===== src/sv/crh_pkg.sv =====
// ----------------------------------------------------------------------------
// crh_pkg
// Shared types and constants of the copy ratio histogram engine.
// ----------------------------------------------------------------------------
package crh_pkg;

  localparam int NUM_BINS   = 1024;
  localparam int COUNT_BITS = 24;
  localparam int WGT_W      = 17;
  localparam int QBIN_W     = 10;
  localparam int BIN_W      = $clog2(NUM_BINS);
  localparam int VAL_W      = 32;
  localparam int TOT_W      = 48;
  localparam int DIV_W      = COUNT_BITS + WGT_W;

  localparam logic OP_COUNT = 1'b0;
  localparam logic OP_QUERY = 1'b1;

  localparam logic SIDE_ASM  = 1'b0;
  localparam logic SIDE_READ = 1'b1;

  typedef struct packed {
    logic              opcode;
    logic              kmer_valid;
    logic [23:0]       read_count;
    logic [23:0]       asm_count;
    logic [WGT_W-1:0]  weight;
    logic              query_side;
    logic [QBIN_W-1:0] query_bin;
  } crh_in_t;

  typedef struct packed {
    logic              result_kind;
    logic              missing_flag;
    logic              bin_side;
    logic [QBIN_W-1:0] bin_number;
    logic [VAL_W-1:0]  bin_value;
    logic [TOT_W-1:0]  missing_total;
    logic [TOT_W-1:0]  kmer_total;
    logic [TOT_W-1:0]  overcopy_total;
  } crh_out_t;

  typedef enum logic [2:0] {
    ST_CLEAR, ST_IDLE, ST_DECODE, ST_DIV_R, ST_DIV_O, ST_MRD, ST_MUPD, ST_FIN
  } crh_state_t;

  typedef struct packed {
    logic clear;
    logic load;
    logic cnt_kmer;
    logic cnt_miss;
    logic top_bin;
    logic div_start;
    logic div_sel_over;
    logic take_ratio;
    logic take_over;
    logic mem_upd;
    logic out_load;
  } crh_cmd_t;

  typedef struct packed {
    logic op_query;
    logic kvalid;
    logic rd_zero;
    logic as_zero;
    logic as_gt;
    logic div_done;
    logic clr_last;
    logic out_free;
  } crh_stat_t;

endpackage


===== src/sv/crh_ctrl.sv =====
// ----------------------------------------------------------------------------
// crh_ctrl
// Sequencer: clearing pass, decode, divisions, bin update, result hand-off.
// ----------------------------------------------------------------------------
module crh_ctrl (
  input  logic               clk,
  input  logic               rst_n,
  input  logic               in_valid,
  output logic               in_stall,
  input  crh_pkg::crh_stat_t stat,
  output crh_pkg::crh_cmd_t  cmd
);
  import crh_pkg::*;

  crh_state_t state_r, state_nxt;

  always_ff @(posedge clk) begin
    if (!rst_n) begin
      state_r <= ST_CLEAR;
    end else begin
      state_r <= state_nxt;
    end
  end

  always_comb begin
    state_nxt = state_r;
    cmd       = '0;
    in_stall  = 1'b1;
    unique case (state_r)
      ST_CLEAR: begin
        cmd.clear = 1'b1;
        if (stat.clr_last) state_nxt = ST_IDLE;
      end
      ST_IDLE: begin
        in_stall = 1'b0;
        if (in_valid) begin
          cmd.load  = 1'b1;
          state_nxt = ST_DECODE;
        end
      end
      ST_DECODE: begin
        priority if (stat.op_query) begin
          state_nxt = ST_MRD;
        end else if (!stat.kvalid) begin
          state_nxt = ST_FIN;
        end else if (stat.rd_zero) begin
          cmd.cnt_kmer = 1'b1;
          cmd.cnt_miss = 1'b1;
          state_nxt    = ST_FIN;
        end else if (stat.as_zero) begin
          cmd.cnt_kmer = 1'b1;
          cmd.top_bin  = 1'b1;
          state_nxt    = ST_MRD;
        end else begin
          cmd.cnt_kmer  = 1'b1;
          cmd.div_start = 1'b1;
          state_nxt     = ST_DIV_R;
        end
      end
      ST_DIV_R: begin
        if (stat.div_done) begin
          cmd.take_ratio = 1'b1;
          if (stat.as_gt) begin
            cmd.div_start    = 1'b1;
            cmd.div_sel_over = 1'b1;
            state_nxt        = ST_DIV_O;
          end else begin
            state_nxt = ST_MRD;
          end
        end
      end
      ST_DIV_O: begin
        if (stat.div_done) begin
          cmd.take_over = 1'b1;
          state_nxt     = ST_MRD;
        end
      end
      ST_MRD: begin
        state_nxt = ST_MUPD;
      end
      ST_MUPD: begin
        cmd.mem_upd = 1'b1;
        state_nxt   = ST_FIN;
      end
      ST_FIN: begin
        if (stat.out_free) begin
          cmd.out_load = 1'b1;
          state_nxt    = ST_IDLE;
        end
      end
      default: begin
        state_nxt = ST_IDLE;
      end
    endcase
  end

endmodule


===== config.mk =====
export PLATFORM = sky130hd
export DESIGN_NAME = crh_ctrl
export DESIGN_NICKNAME = d
export VERILOG_FILES = /design/src/sv/crh_pkg.sv /design/src/sv/crh_ctrl.sv
export SDC_FILE = /design/constraint.sdc
export NUM_CORES = 1
export LEC_CHECK = 0
export ABC_AREA = 1
export BUFFER_PORTS_ARGS = -buffer_cell sky130_fd_sc_hd__buf_2
export CORE_AREA = 2 2 39 41
export DETAILED_ROUTE_END_ITERATION = 12
export DIE_AREA = 0 0 41 43
export PLACE_DENSITY_LB_ADDON = 0.2
export SYNTH_ARGS = -nofsm -noshare
export SYNTH_HDL_FRONTEND = slang
export SYNTH_SLANG_ARGS = --single-unit

===== constraint.sdc =====
create_clock -name clk -period 1.95 [get_ports clk]
set_input_delay 0.0975 -clock clk [delete_from_list [all_inputs] [get_ports clk]]
set_output_delay 0.0975 -clock clk [all_outputs]
set_load 0.01 [all_outputs]

==> impl_metrics.tcl <==
set metrics [dict create \
    ios 23 \
    hold_path.class "in2reg" \
    r2r_setup_slack_ps 670 \
    synthesis.area_um2 456.7 \
    worstSetupPathType "reg2out" \
    dpl_worst_slack_ps 577.4 \
    synthDistinctLibCells 18 \
    place_hpwl_um 885 \
    finalClockSkew_ps 4.995 \
    cts_tree "built" \
    path_clk_slew_ps 40 \
    stdcell_count 120 \
    report.final.hold_viol_count 0 \
    hold_start "rst_n" \
    period_needed_ps 1608 \
    fillers 162 \
    grt_max_degree 11 \
    slew_headroom_pct 69.84 \
    cts_num_sinks 3 \
    core_um2 1384 \
    cts_hold_buf 0 \
    cts_root_buf "clkbuf_4" \
    finalMaxSlewViolations 0 \
    drive_above_1_share_pct 39.42 \
    avgSynthCellArea_um2 5.638 \
    via_count 559 \
    switching_power_mw 0.3672 \
    yosysSeqAreaShare_pct 13.15 \
    multi_input_area_um2 304.0 \
    min_period_over_period_pct 82.46 \
    finalSetupViolCount 0 \
    areaGrowthSynthToFinish_pct 26.85 \
    wl_per_cell_um 8.842 \
    antenna_found_initial 0 \
    grt_pass1_vias 482 \
    start_kind "flop" \
    rsz0062_at_grt "false" \
    largest_register_ffs 3 \
    syn_nets 92 \
    numPortBuffers 22 \
    yosysMostFrequentCell "nand2_1" \
    holdPathEnd "state_r[2]$_SDFFE_PN0P_" \
    worst_slack_ps 342.0 \
    routed_wl_um 1061 \
    internal_power_mw 0.3365 \
    placed_cells 116 \
    clock_latency_ps 230 \
    ys_top_cells_by_count "20 x nand2_1, 12 x inv_1, 12 x nor2_1" \
    crit_fanout 10 \
    yosys_warnings 0 \
    switching_share_pct 52.18 \
    postRouteAntennaNets 0 \
    grt_first_pass_wirelength_um 1821 \
    fmax_mhz 621.9 \
    leakage_nw 0.3613 \
    initial_core_util_pct 33.00 \
    clk_path_buf_depth 2 \
    cts_buffers 3 \
    fin_tns_setup_ps 0 \
    powerDensity_nw_per_um2 1215 \
    yosysTopAreaCell "nand2_1" \
    synth_seq_cells 3 \
    fp-row-count 14 \
    p_clk_share_pct 15.3 \
    htreeDepth 1 \
    critPathArrivalTime_ps 1510 \
    drt_iter0_drc 6 \
    r2r-start "state_r[1]$_SDFFE_PN0P_" \
    status "finished, final reports clean" \
    drtPass1Iterations 4 \
    die_width_um 41 \
    regArea_um2 60.06 \
    endpoint_kind "output pin" \
    synth_top_area_share_pct 16.44 \
    post_cts_buffers 0 \
    timing.hold.ws_ps 115.4 \
    synth_edf_count 0 \
    nNetsFinal 116 \
    reg2reg_depth 9 \
    gr-total-overflow 0 \
    p_total_mw 0.7037 \
    die_y_um 43 \
    synthesis.instances 81 \
    hold_depth 3 \
    grt_usage_pct 14.21 \
    synth_area_leaders "nand2_1 16%, dfxtp_1 13%, inv_1 9.9%" \
    required_ps 1850 \
    worst_pin_slew_ps 451.8 \
    cts_resized 0 \
    regMostFlops "state_r" \
    top_regs "state_r x3" \
    async_flop_share_pct 0 \
    pwr-share-comb_pct 60.2 \
    cap_violations 0 \
    drc 0 \
    viasPerCell 4.658 \
    timing.rr.end "state_r[1]$_SDFFE_PN0P_" \
    die_area_um2 1763 \
    num_antenna_cells 0 \
    ys.flop_type "dfxtp_1" \
    ir_worst_vdd_mv 0.3345 \
    pwr-share-seq_pct 24.5 \
    place_congestion 0.7745 \
]
-- placed cells by master, fill, tap and decap left out --
cell      count
a21oi_1       2
a21oi_2       1
buf_2        22
clkbuf_1      1
clkbuf_4      3
dfxtp_1       3
inv_1        12
inv_2         2
inv_4         1
nand2_1      20
nand2_2       5
nand3_1       7
nand3_2       3
nand4_1       1
nor2_1       12
nor2_2        2
nor2_4        2
nor3_1        3
nor4_1        1
o22ai_1       1
-- logic make-up after synthesis --
| group | after synthesis | synth area share, % |
|---|---|---|
| AOI/OAI and AO/OA | 4 | 5.481 |
| buffers and inverters | 18 | 20.27 |
| and+or+nand+nor | 56 | 61.09 |
| DFF | 3 | 13.15 |
-- worst max-delay path, stage by stage (launching register included) --
cell,delay (ps)
dfxtp_1,590
nand2_1,130
inv_1,90
nand2_1,110
nor4_1,190
buf_2,180
-- final cells by class --
cell class	instances	share of cell area [%]
multi-input cells	60	52.48
flip-flops and latches	3	10.37
inverters	15	10.15
well taps	16	3.456
clock buffers	4	4.536
repair buffers	22	19.01
-- routing by layer --
metal / up-vias / global-route usage (%) / wire (um)
li1: 298 / - / -
met1: 244 / 20.38 / 482
met2: 17 / 21.56 / 504
met3: 0 / 1.571 / 75
met4: 0 / 4.000 / 0
met5: - / 0 / 0
-- worst max path at each step --
stage | to | start | cells after the start | slack (ps)
3_3_place_gp | cmd[7] | state_r[1]$_SDFFE_PN0P_ | 5 | 610
2_1_floorplan | cmd[7] | state_r[0]$_SDFFE_PN0P_ | 6 | 780
3_5_place_dp | cmd[7] | state_r[1]$_SDFFE_PN0P_ | 5 | 580
6_report | cmd[7] | state_r[1]$_SDFFE_PN0P_ | 5 | 340
4_1_cts | cmd[7] | state_r[1]$_SDFFE_PN0P_ | 5 | 320
5_1_grt | cmd[7] | state_r[1]$_SDFFE_PN0P_ | 5 | 160
-- power groups by stage --
stage | sequential [mW] | combinational, mW | clock (mW)
after floorplan | 0.0980 | 0.441 | 0
after global placement | 0.169 | 0.428 | 0
after detailed placement | 0.174 | 0.427 | 0
after CTS | 0.172 | 0.429 | 0.110
after global routing | 0.181 | 0.494 | 0.117
final | 0.172 | 0.424 | 0.107
-- stage by stage --
stage                     area [um^2]  util [%]
after floorplan                 456.7         -
after global placement          553.0     39.96
after detailed placement        553.0     39.96
after CTS                       579.3     41.86
after global routing            579.3     41.86
final                           579.3     41.86
Power figures use the tool's default switching activity.
